==> src/sv/sdf_pkg.sv <==
// Shared types and constants for the SD SPI command framer.
package sdf_pkg;

   // Input kinds carried on req_tuser
   localparam logic ACT_COMMAND  = 1'b0;
   localparam logic ACT_RESPONSE = 1'b1;

   // Result kinds carried on rsp_tuser
   localparam logic KIND_TRANSMIT = 1'b0;
   localparam logic KIND_OUTCOME  = 1'b1;

   // Outcome codes
   localparam logic [2:0] OC_FOUND    = 3'd0;
   localparam logic [2:0] OC_TIMEOUT  = 3'd1;
   localparam logic [2:0] OC_ALL_ZERO = 3'd2;
   localparam logic [2:0] OC_ALL_ONES = 3'd3;
   localparam logic [2:0] OC_MIXED    = 3'd4;

   // Frame constants
   localparam logic [7:0] LEAD_BYTE  = 8'hFF;
   localparam logic [7:0] START_BITS = 8'h40;
   localparam logic [6:0] CRC_POLY   = 7'h09;
   localparam logic [7:0] NO_R1      = 8'hFF;
   localparam logic [5:0] NO_POS     = 6'h3F;

   // Frame byte index of the CRC byte (last of seven)
   localparam logic [2:0] CRC_SLOT   = 3'd6;

   // One result item
   typedef struct packed {
      logic       kind;
      logic [7:0] transmit_byte;
      logic       last_of_frame;
      logic [7:0] r1_value;
      logic [5:0] r1_position;
      logic [2:0] outcome;
   } rsp_item_type;

endpackage

==> src/sv/sdf_framer.sv <==
// Frame byte sequencer with a running CRC7, one frame byte per step.
module sdf_framer
   import sdf_pkg::*;
(
   input  logic         clock,
   input  logic         reset,
   input  logic         cmd_valid,
   input  logic         out_free,
   input  logic [5:0]   command_index,
   input  logic [31:0]  argument,
   input  logic [7:0]   crc_override,
   output logic         emit,
   output logic         done,
   output rsp_item_type item
);

   logic [2:0] idx_ff, idx_in;
   logic [6:0] acc_ff, acc_in;
   logic [7:0] frame_byte;

   // One byte of CRC7, bit by bit (eight dependent steps)
   function automatic logic [6:0] crc7_feed(input logic [6:0] acc, input logic [7:0] b);
      logic [6:0] a;
      logic [7:0] d;
      logic       fb;
      a = acc;
      d = b;
      for (int k = 0; k < 8; k++) begin
         fb = d[7] ^ a[6];
         a  = {a[5:0], 1'b0} ^ (fb ? CRC_POLY : 7'h00);
         d  = {d[6:0], 1'b0};
      end
      return a;
   endfunction

   // Select the frame byte for the current slot
   always_comb begin
      case (idx_ff)
         3'd0:    frame_byte = LEAD_BYTE;
         3'd1:    frame_byte = START_BITS | {2'b00, command_index};
         3'd2:    frame_byte = argument[31:24];
         3'd3:    frame_byte = argument[23:16];
         3'd4:    frame_byte = argument[15:8];
         3'd5:    frame_byte = argument[7:0];
         default: frame_byte = (crc_override != 8'h00) ? crc_override : {acc_ff, 1'b1};
      endcase
   end

   assign emit = cmd_valid && out_free;
   assign done = emit && (idx_ff == CRC_SLOT);

   // Slot counter and CRC accumulator
   always_comb begin
      idx_in = idx_ff;
      acc_in = acc_ff;
      if (emit) begin
         if (idx_ff == CRC_SLOT) begin
            idx_in = 3'd0;
         end else begin
            idx_in = idx_ff + 3'd1;
         end
         if (idx_ff == 3'd0) begin
            acc_in = 7'h00;
         end else if (idx_ff != CRC_SLOT) begin
            acc_in = crc7_feed(acc_ff, frame_byte);
         end
      end
   end

   always_ff @(posedge clock) begin
      if (reset) begin
         idx_ff <= 3'd0;
      end else begin
         idx_ff <= idx_in;
      end
      acc_ff <= acc_in;
   end

   // Transmit result item
   always_comb begin
      item               = '0;
      item.kind          = KIND_TRANSMIT;
      item.transmit_byte = frame_byte;
      item.last_of_frame = (idx_ff == CRC_SLOT);
   end

endmodule

==> src/sv/sdf_hunter.sv <==
// R1 response hunter: normal poll with timeout, or trace scan with classification.
module sdf_hunter
   import sdf_pkg::*;
#(
   parameter int POLL_LIMIT = 16,
   parameter int TRACE_LEN  = 32
) (
   input  logic         clock,
   input  logic         reset,
   input  logic         cmd_start,
   input  logic         trace_mode,
   input  logic         byte_valid,
   input  logic [7:0]   response_byte,
   output logic         hunting,
   output logic         res_valid,
   output rsp_item_type res
);

   localparam logic [6:0] PollLim  = 7'(POLL_LIMIT);
   localparam logic [6:0] TraceLim = 7'(TRACE_LEN);

   logic       hunting_ff, hunting_in;
   logic       tracing_ff, tracing_in;
   logic [5:0] count_ff, count_in;
   logic [7:0] fval_ff, fval_in;
   logic [5:0] fpos_ff, fpos_in;
   logic       zero_ff, zero_in;
   logic       ones_ff, ones_in;

   logic [6:0] next_cnt;
   logic       clear;
   logic       z, o;
   logic [7:0] fv;
   logic [5:0] fp;

   assign next_cnt = {1'b0, count_ff} + 7'd1;
   assign hunting  = hunting_ff;

   // Hunt step
   always_comb begin
      hunting_in = hunting_ff;
      tracing_in = tracing_ff;
      count_in   = count_ff;
      fval_in    = fval_ff;
      fpos_in    = fpos_ff;
      zero_in    = zero_ff;
      ones_in    = ones_ff;
      clear      = 1'b0;
      res_valid  = 1'b0;
      res        = '0;
      res.kind   = KIND_OUTCOME;
      res.r1_value    = NO_R1;
      res.r1_position = NO_POS;
      z  = zero_ff && (response_byte == 8'h00);
      o  = ones_ff && (response_byte == 8'hFF);
      fv = fval_ff;
      fp = fpos_ff;
      if (fpos_ff == NO_POS && count_ff != 6'h3F && !response_byte[7]) begin
         fv = response_byte;
         fp = count_ff;
      end

      if (cmd_start) begin
         clear = 1'b1;
      end else if (byte_valid && hunting_ff) begin
         if (!tracing_ff) begin
            // Normal mode: first byte with bit 7 clear is R1
            if (!response_byte[7]) begin
               res_valid       = 1'b1;
               res.r1_value    = response_byte;
               res.r1_position = count_ff;
               res.outcome     = OC_FOUND;
               clear           = 1'b1;
            end else if (next_cnt >= PollLim) begin
               res_valid   = 1'b1;
               res.outcome = OC_TIMEOUT;
               clear       = 1'b1;
            end else begin
               count_in = next_cnt[5:0];
            end
         end else begin
            // Trace mode: scan the window, then classify
            if (next_cnt >= TraceLim) begin
               res_valid = 1'b1;
               clear     = 1'b1;
               if (z) begin
                  res.outcome = OC_ALL_ZERO;
               end else if (o) begin
                  res.outcome = OC_ALL_ONES;
               end else if (fp != NO_POS) begin
                  res.r1_value    = fv;
                  res.r1_position = fp;
                  res.outcome     = OC_FOUND;
               end else begin
                  res.outcome = OC_MIXED;
               end
            end else begin
               count_in = next_cnt[5:0];
               zero_in  = z;
               ones_in  = o;
               fval_in  = fv;
               fpos_in  = fp;
            end
         end
      end

      if (clear) begin
         hunting_in = cmd_start;
         tracing_in = cmd_start && trace_mode;
         count_in   = 6'd0;
         fval_in    = NO_R1;
         fpos_in    = NO_POS;
         zero_in    = 1'b1;
         ones_in    = 1'b1;
      end
   end

   always_ff @(posedge clock) begin
      if (reset) begin
         hunting_ff <= 1'b0;
         tracing_ff <= 1'b0;
         count_ff   <= 6'd0;
         fval_ff    <= NO_R1;
         fpos_ff    <= NO_POS;
         zero_ff    <= 1'b1;
         ones_ff    <= 1'b1;
      end else begin
         hunting_ff <= hunting_in;
         tracing_ff <= tracing_in;
         count_ff   <= count_in;
         fval_ff    <= fval_in;
         fpos_ff    <= fpos_in;
         zero_ff    <= zero_in;
         ones_ff    <= ones_in;
      end
   end

endmodule

==> src/sv/sd_spi_command_framer_unit.sv <==
// Top level of the SD SPI command framer and R1 hunter.
//
//  channel  | dir | handshake            | payload
//  ---------+-----+----------------------+--------------------------------------
//  req_     | in  | req_tvalid/tready    | tdata command fields + byte, tuser action
//  rsp_     | out | rsp_tvalid/tready    | tdata byte/R1/position/outcome, tuser kind,
//           |     |                      | tlast on CRC byte
//
// A command item emits its seven frame bytes in order, stepped by the frame slot
// counter whenever the output register is free; a response byte item feeds the hunter.
// Items enter an input register and results leave through an output register,
// so a new item can enter an empty input register while a finished result waits.
// Synchronous active-high reset clears the hunt state and both valid flags.
// A stalled rsp_tready holds the output register and then the input register.
module sd_spi_command_framer_unit
   import sdf_pkg::*;
#(
   parameter int POLL_LIMIT = 16,
   parameter int TRACE_LEN  = 32
) (
   input  logic        clock,
   input  logic        reset,
   input  logic        req_tvalid,
   output logic        req_tready,
   // [5:0] command_index, [37:6] argument, [45:38] crc_override,
   // [46] trace_mode, [54:47] response_byte, [55] zero
   input  logic [55:0] req_tdata,
   // [0] action
   input  logic        req_tuser,
   output logic        rsp_tvalid,
   input  logic        rsp_tready,
   // [7:0] transmit_byte, [15:8] r1_value, [21:16] r1_position,
   // [24:22] outcome, [31:25] zero
   output logic [31:0] rsp_tdata,
   // [0] result_kind
   output logic        rsp_tuser,
   output logic        rsp_tlast
);

   logic         in_valid_ff, in_valid_in;
   logic [55:0]  in_data_ff;
   logic         in_action_ff;
   logic         out_valid_ff, out_valid_in;
   rsp_item_type out_item_ff, out_item_in;

   logic         out_free;
   logic         in_release;
   logic         frm_emit, frm_done;
   rsp_item_type frm_item;
   logic         hunt_byte;
   logic         hunting;
   logic         hunt_valid;
   rsp_item_type hunt_item;

   assign out_free   = !out_valid_ff || rsp_tready;
   assign hunt_byte  = in_valid_ff && (in_action_ff == ACT_RESPONSE) && out_free;
   assign in_release = frm_done || hunt_byte;
   assign req_tready = !in_valid_ff || in_release;

   // Frame sequencer
   sdf_framer u_framer (
      .clock         (clock),
      .reset         (reset),
      .cmd_valid     (in_valid_ff && (in_action_ff == ACT_COMMAND)),
      .out_free      (out_free),
      .command_index (in_data_ff[5:0]),
      .argument      (in_data_ff[37:6]),
      .crc_override  (in_data_ff[45:38]),
      .emit          (frm_emit),
      .done          (frm_done),
      .item          (frm_item)
   );

   // Response hunter
   sdf_hunter #(
      .POLL_LIMIT (POLL_LIMIT),
      .TRACE_LEN  (TRACE_LEN)
   ) u_hunter (
      .clock         (clock),
      .reset         (reset),
      .cmd_start     (frm_done),
      .trace_mode    (in_data_ff[46]),
      .byte_valid    (hunt_byte),
      .response_byte (in_data_ff[54:47]),
      .hunting       (hunting),
      .res_valid     (hunt_valid),
      .res           (hunt_item)
   );

   // Input register
   always_comb begin
      in_valid_in = in_valid_ff;
      if (req_tready) begin
         in_valid_in = req_tvalid;
      end
   end

   // Output register
   always_comb begin
      out_valid_in = out_valid_ff;
      out_item_in  = out_item_ff;
      if (out_free) begin
         out_valid_in = frm_emit || hunt_valid;
         out_item_in  = frm_emit ? frm_item : hunt_item;
      end
   end

   always_ff @(posedge clock) begin
      if (reset) begin
         in_valid_ff  <= 1'b0;
         out_valid_ff <= 1'b0;
      end else begin
         in_valid_ff  <= in_valid_in;
         out_valid_ff <= out_valid_in;
      end
      if (req_tready && req_tvalid) begin
         in_data_ff   <= req_tdata;
         in_action_ff <= req_tuser;
      end
      out_item_ff <= out_item_in;
   end

   assign rsp_tvalid = out_valid_ff;
   assign rsp_tuser  = out_item_ff.kind;
   assign rsp_tlast  = out_item_ff.last_of_frame;
   assign rsp_tdata  = {7'b0, out_item_ff.outcome, out_item_ff.r1_position,
                        out_item_ff.r1_value, out_item_ff.transmit_byte};

`ifndef SYNTH
   // The CRC byte is always a transmit item
   a_last_is_tx: assert property (@(posedge clock) disable iff (reset)
      rsp_tvalid && rsp_tlast |-> rsp_tuser == KIND_TRANSMIT)
      else $error("tlast on a non-transmit item");

   // Finishing a frame arms the hunt
   a_frame_arms: assert property (@(posedge clock) disable iff (reset)
      frm_done |=> hunting)
      else $error("hunt not armed after frame");

   // A reported R1 always has bit 7 clear
   a_r1_bit7: assert property (@(posedge clock) disable iff (reset)
      rsp_tvalid && rsp_tuser == KIND_OUTCOME && rsp_tdata[24:22] == OC_FOUND
      |-> !rsp_tdata[15])
      else $error("R1 reported with bit 7 set");

   // Outcome codes stay in range
   a_outcome_range: assert property (@(posedge clock) disable iff (reset)
      rsp_tvalid && rsp_tuser == KIND_OUTCOME |-> rsp_tdata[24:22] <= OC_MIXED)
      else $error("outcome code out of range");
`endif

endmodule
==> config.mk <==
export PLATFORM = sky130hd
export DESIGN_NAME = sd_spi_command_framer_unit
export DESIGN_NICKNAME = d
export VERILOG_FILES = /design/src/sv/sdf_pkg.sv /design/src/sv/sdf_framer.sv /design/src/sv/sdf_hunter.sv /design/src/sv/sd_spi_command_framer_unit.sv
export SDC_FILE = /design/constraint.sdc
export NUM_CORES = 1
export LEC_CHECK = 0
export BUFFER_PORTS_ARGS = -buffer_cell sky130_fd_sc_hd__clkbuf_2
export CAP_MARGIN = 40
export CORE_MARGIN = 2
export CORE_UTILIZATION = 40
export DETAILED_ROUTE_END_ITERATION = 8
export HOLD_SLACK_MARGIN = 0.03
export PLACE_DENSITY = 0.62
export SYNTH_ARGS = -nofsm -noshare
export SYNTH_HDL_FRONTEND = slang
export SYNTH_SLANG_ARGS = --single-unit
==> constraint.sdc <==
create_clock -name clock -period 19.78 [get_ports clock]
set_clock_uncertainty 0.1 [all_clocks]
set_input_delay 5.934 -clock clock [delete_from_list [all_inputs] [get_ports clock]]
set_output_delay 5.934 -clock clock [all_outputs]
set_load 0.02 [all_outputs]
# Word level (Yosys, flattened, before mapping)
# Cells that the tools add are included.
# W data, S select, Z words.
word_totals:
  output_inout_bits: 36
  mem_bits_rw: 0
  word_cells: 124
  regBits: 119
  mem_count: 0
  latchBits: 0
  mem_bits_ro: 0
  input_bits: 61
op_classes:
  div_mod_pow: 0
  n_lt_le_gt_ge: 2
  mul: 0
  n_reduce_logical: 29
  n_mux: 39
  n_eq_ne: 13
  bitwise: 20
  n_shift: 0
  add_sub_neg: 2
op_table:
  columns: ["operator", "count"]
  rows:
  - ["$mux W17", 4]
  - ["$mux W14", 4]
  - ["$xor A7 B7 Y7", 8]
  - ["$pmux W8 S6", 1]
  - ["$mux W4", 8]
  - ["$mux W6", 5]
  - ["$mux W27", 1]
  - ["$mux W8", 2]
  - ["$logic_and A1 B1 Y1", 12]
  - ["$mux W3", 4]
  - ["$ne A6 B6 Y1 const B", 2]
  - ["$eq A3 B3 Y1 const B", 3]
  - ["$mux W1", 9]
  - ["$eq A8 B8 Y1 const B", 1]
  - ["$logic_not A8 Y1", 1]
  - ["$reduce_bool A8 Y1", 1]
  - ["$xor A1 B1 Y1", 8]
  - ["$add A6 B1 Y7 const B", 1]
  - ["$ge A7 B5 Y1 const B", 1]
  - ["$ge A7 B6 Y1 const B", 1]
  - ["$mux W7", 1]
  - ["$eq A3 B2 Y1 const B", 2]
  - ["$eq A6 B6 Y1 const B", 1]
  - ["$reduce_and A5 Y1", 1]
  - ["other kinds (14)", 23]

# Longest topological paths before layout
depth:
  ltp_word: 28
  depth_mapped: 11
  ltp_nobuf: 8

# Hierarchy
# A second synthesis with hierarchy kept.
unflattened:
  hier_cells: 509
  hier_area_um2: 6025.8
by_module_without_submodules:
  columns: ["mod", "area_per_inst_um2", "instances", "cells_per_inst", "seq_area_each_um2"]
  rows:
  - ["sd_spi_command_framer_unit", 2992.9, 1, 133, 2532.4]
  - ["sdf_hunter", 1530.2, 1, 182, 480.5]
  - ["sdf_framer", 1502.7, 1, 194, 270.3]

# Worst setup path after synthesis
# OpenSTA, ideal clock, no wires.
synth_timing:
  path_kind: "input-to-output"
  startpoint: "input rsp_tready"
  endpoint: "output req_tready"
  t_required_ns: 13.746
  t_arrival_ns: 7.437
  slack_ns: 6.309
  n_path_buf: 1
  path_stages: 4
  path_cell_list: "nand2b_1 > clkbuf_1 > o21ai_0 > nand2_1"
synth_via:
  elab_chain_cells: 5
synth_lines:
  columns: ["item", "line", "source"]
  rows:
  - ["from (decl)", "sd_spi_command_framer_unit.sv:31", "input logic rsp_tready,"]
  - ["$logic_or A1 B1 Y1 *", "sd_spi_command_framer_unit.sv:55", "assign out_free = !out_valid_ff || rsp_tready;"]
  - ["$logic_and A1 B1 Y1", "sdf_framer.sv:49", "assign emit = cmd_valid && out_free;"]
  - ["$logic_and A1 B1 Y1", "sdf_framer.sv:50", "assign done = emit && (idx_ff == CRC_SLOT);"]
  - ["$logic_or A1 B1 Y1 *", "sd_spi_command_framer_unit.sv:57", "assign in_release = frm_done || hunt_byte;"]
  - ["$logic_or A1 B1 Y1 *", "sd_spi_command_framer_unit.sv:58", "assign req_tready = !in_valid_ff || in_release;"]
  - ["to (decl)", "sd_spi_command_framer_unit.sv:24", "output logic req_tready,"]
# Mark *: on every way between the ends. The rest lies on a longest branch, timed or not.

# Worst setup path after layout
# Ends and elaborated chain as after synthesis.

==> results.cfg <==
[sta]
finalSetupViolations = 0
slew_headroom_pct = 41.9
drv_slew = 0
setup-tns-final_ps = 0
final_hold_viol_count = 0
final_cycle_utilization_of_the_critical_path_pct = 66.3
final.setup.worst_slack_ps = 6670
rsz_0062_raised_after_global_routing = no
hold_ws_ps = 350
finalWorstPathRequiredPeriod_ps = 13110
timing.fmax_ghz = 0.0763
worst-slew-pin-transition_ps = 871

[placed_design]
placement.io_buffers = 88
place_congestion = 0.848
dpl_worst_slack_ps = 6670
place.detailed.hpwl_um = 7940

[worst_setup_path]
reg2reg_setup_slack_ps = 16140
crit_path_end_kind = primary output
wp_buf_inv = 3
cp_max_fo = 33
worstSetupPathType = input port to primary output
cpMaxStageDelayCell = sky130_fd_sc_hd__buf_4
worst_ep_arrival_time_ps = 7070
endpoint = req_tready
ff2ff_path_depth = 8
logic_depth_of_the_worst_path_buffers_included = 6
worst_r2r_startpoint = u_framer.idx_ff[2]
worstSetupStartpointType = input port
critical_path.most_common_cell = sky130_fd_sc_hd__clkbuf_2
timing.rr.end = u_framer.acc_ff[4]
cp_slowest_stage_delay_ps = 360
cp_top_family = buffers and inverters
required_time_at_the_worst_slack_endpoint_ps = 13750
timing.critical_path.from = rsp_tready
path_cells = clkbuf_2 > nand2b_1 > buf_4 > o21ai_0 > nand2_1 > clkbuf_2

[cts]
clock_insertion_delay_worst_skew_ps = 410
post_cts_resized = 0
cts_hold_buf = 0
cts_tree = built
postCtsSetupBuffers = 0
clock_tree_sinks = 119
clkSlewWorstSetupHoldPaths_ps = 50
cts_root_buffer = sky130_fd_sc_hd__clkbuf_16
maximum_number_of_buffers_from_clock_root_to_sink = 2
cts.htree.levels = 4
tritoncts.num_buffers = 17

[yosys]
yosysMostFrequentCell = sky130_fd_sc_hd__edfxtp_1
synth_edf_count = 90
synthCells = 455
asyncSetResetFlopFracSynth_pct = 0
ys_types = 74
synth.top_cells.by_area = sky130_fd_sc_hd__edfxtp_1, sky130_fd_sc_hd__dfxtp_1, sky130_fd_sc_hd__mux2i_1, sky130_fd_sc_hd__nand2_1, sky130_fd_sc_hd__o21ai_0
synth_sequential_area_ratio_pct = 60.5
synthesis.area_per_instance_um2 = 11.9
synth_seq_cells = 119
synth.top_cells.by_count = sky130_fd_sc_hd__edfxtp_1, sky130_fd_sc_hd__nand2_1, sky130_fd_sc_hd__dfxtp_1
synth_top_flop_cell = sky130_fd_sc_hd__edfxtp_1
synth_warnings = 0
synthDominantAreaCellType = sky130_fd_sc_hd__edfxtp_1
synthesis.area_um2 = 5420
netlist.area_leader.share_pct = 49.8

[min_path]
hold_path.class = flip-flop to flip-flop

[global_routing]
grt-ovfl-total = 0
grt_pass1_vias = 3619
globalRouteTotalUtil_pct = 16.5
grt_pass1_wl_um = 18100
pin_count_of_the_biggest_net_entering_global_routing = 49
antenna_found_initial = 0

[detailed_routing]
drc_errors = 0
via_count = 3786
met1_length_um = 5130
first_iter_violations = 167
met2RoutedLength_um = 5420
met3_length_um = 599
wl_per_cell_um = 15.3
detail_route.wirelength_um = 11200
detailedRoute.firstPassIterationCount = 4
route.top_layer_used = met4
vias_per_cell = 5.16
drtAntennaViolNets = 0

[power]
cellLeakagePower_uw = 0.00259
power.ir.vdd_worst_mv = 0.0923
pwr_density_cell_nw_per_um2 = 94.2

[cells_and_area]
filler_cell_count = 1214
synthToLayoutAreaGrowth_pct = 20.7
drive_above_1_share_pct = 25.6
nNetsFinal = 608
antennaDiodeCount = 0
finalCoreUtilization_pct = 49.4

[floorplan]
design.die.area_um2 = 14500
num_rows = 42
die_width_um = 120
placeableCoreArea_um2 = 13200
die_extent_in_y_um = 120
start_util_pct = 41.0
design.portCount = 97

[job]
drv.max_cap_violation_count = 0

[run_status]
status = finished clean
## placed cells by master (no fill, tap or decap), drive strengths merged, types with 11 or more instances in the layout
master  netlist  layout
a21oi        24      24
inv          11      11
nor3         15      15
edfxtp       90      90
mux2i        21      21
nor2         25      25
clkbuf        7     106
o21ai        27      27
dfxtp        29      29
nand2        44      44
## where the power goes
part           switching [uW]  total, uW  internal (uW)
clock network             106        289            183
registers                6.19        288            282
logic                    23.7       39.4           15.7
total                     136        617            481
## layout make-up
cell class | instances | area (um^2) | area share, %
repair buffers | 91 | 463 | 7.07
flip-flops and latches | 119 | 3280 | 50.1
clock inverters | 14 | 135 | 2.06
clock buffers | 18 | 429 | 6.55
inverters | 11 | 41.3 | 0.631
multi-input cells | 305 | 1980 | 30.2
well taps | 176 | 220 | 3.36
## metrics by stage
| stage | power, uW | instance area [um^2] | instances |
|---|---|---|---|
| finish | 617 | 6550 | 734 |
| global route | 640 | 6550 | 734 |
| CTS | 623 | 6550 | 734 |
| detailed placement | 332 | 5980 | 702 |
| global placement | 332 | 5980 | 702 |
| floorplan | 318 | 5450 | 461 |
## tightest hold or removal path: stages, from the launching register on
cell	delay, ps
sky130_fd_sc_hd__dfxtp_1	310
sky130_fd_sc_hd__nand2_1	50
sky130_fd_sc_hd__nand2_1	40
## cells by family (layout without fill, tap and decap cells)
group	after synthesis	count (layout)	share of synthesized area, %
muxes	27	27	5.19
and+or+nand+nor	161	161	15.8
adders and majority gates	2	2	0.461
DFF	119	119	60.5
buffers and inverters	37	134	3.67
AOI/OAI and AO/OA	99	99	12.7
other	1	7	0.0691
xor gates and xnor gates	9	9	1.59
## per-layer routing
| layer | GRT usage [%] | vias up |
|---|---|---|
| met5 | 0 | - |
| met4 | 5.81 | 0 |
| met3 | 5.14 | 10 |
| met2 | 27.4 | 117 |
| met1 | 20.2 | 1764 |
| li1 | - | 1895 |
## worst min path at each step
stage / startpoint / slack (ps) / end / depth (start not counted)
floorplan: u_hunter.fval_ff[7] / 320 / u_hunter.fval_ff[7] / 2
global placement: u_hunter.fval_ff[7] / 340 / u_hunter.fval_ff[7] / 2
detailed placement: u_hunter.fval_ff[7] / 340 / u_hunter.fval_ff[7] / 2
CTS: u_hunter.fval_ff[7] / 350 / u_hunter.fval_ff[7] / 2
global route: u_hunter.fval_ff[7] / 390 / u_hunter.fval_ff[7] / 2
finish: u_hunter.fval_ff[7] / 350 / u_hunter.fval_ff[7] / 2
## state kept, by name, summed over array words and instances, names as in the netlist, 3 cells and up
signal / cells
in_data_ff: 55
rsp_tdata: 25
u_hunter.fval_ff: 8
u_framer.acc_ff: 7
u_hunter.count_ff: 6
u_hunter.fpos_ff: 6
u_framer.idx_ff: 3
Power figures use the tool's default switching activity.
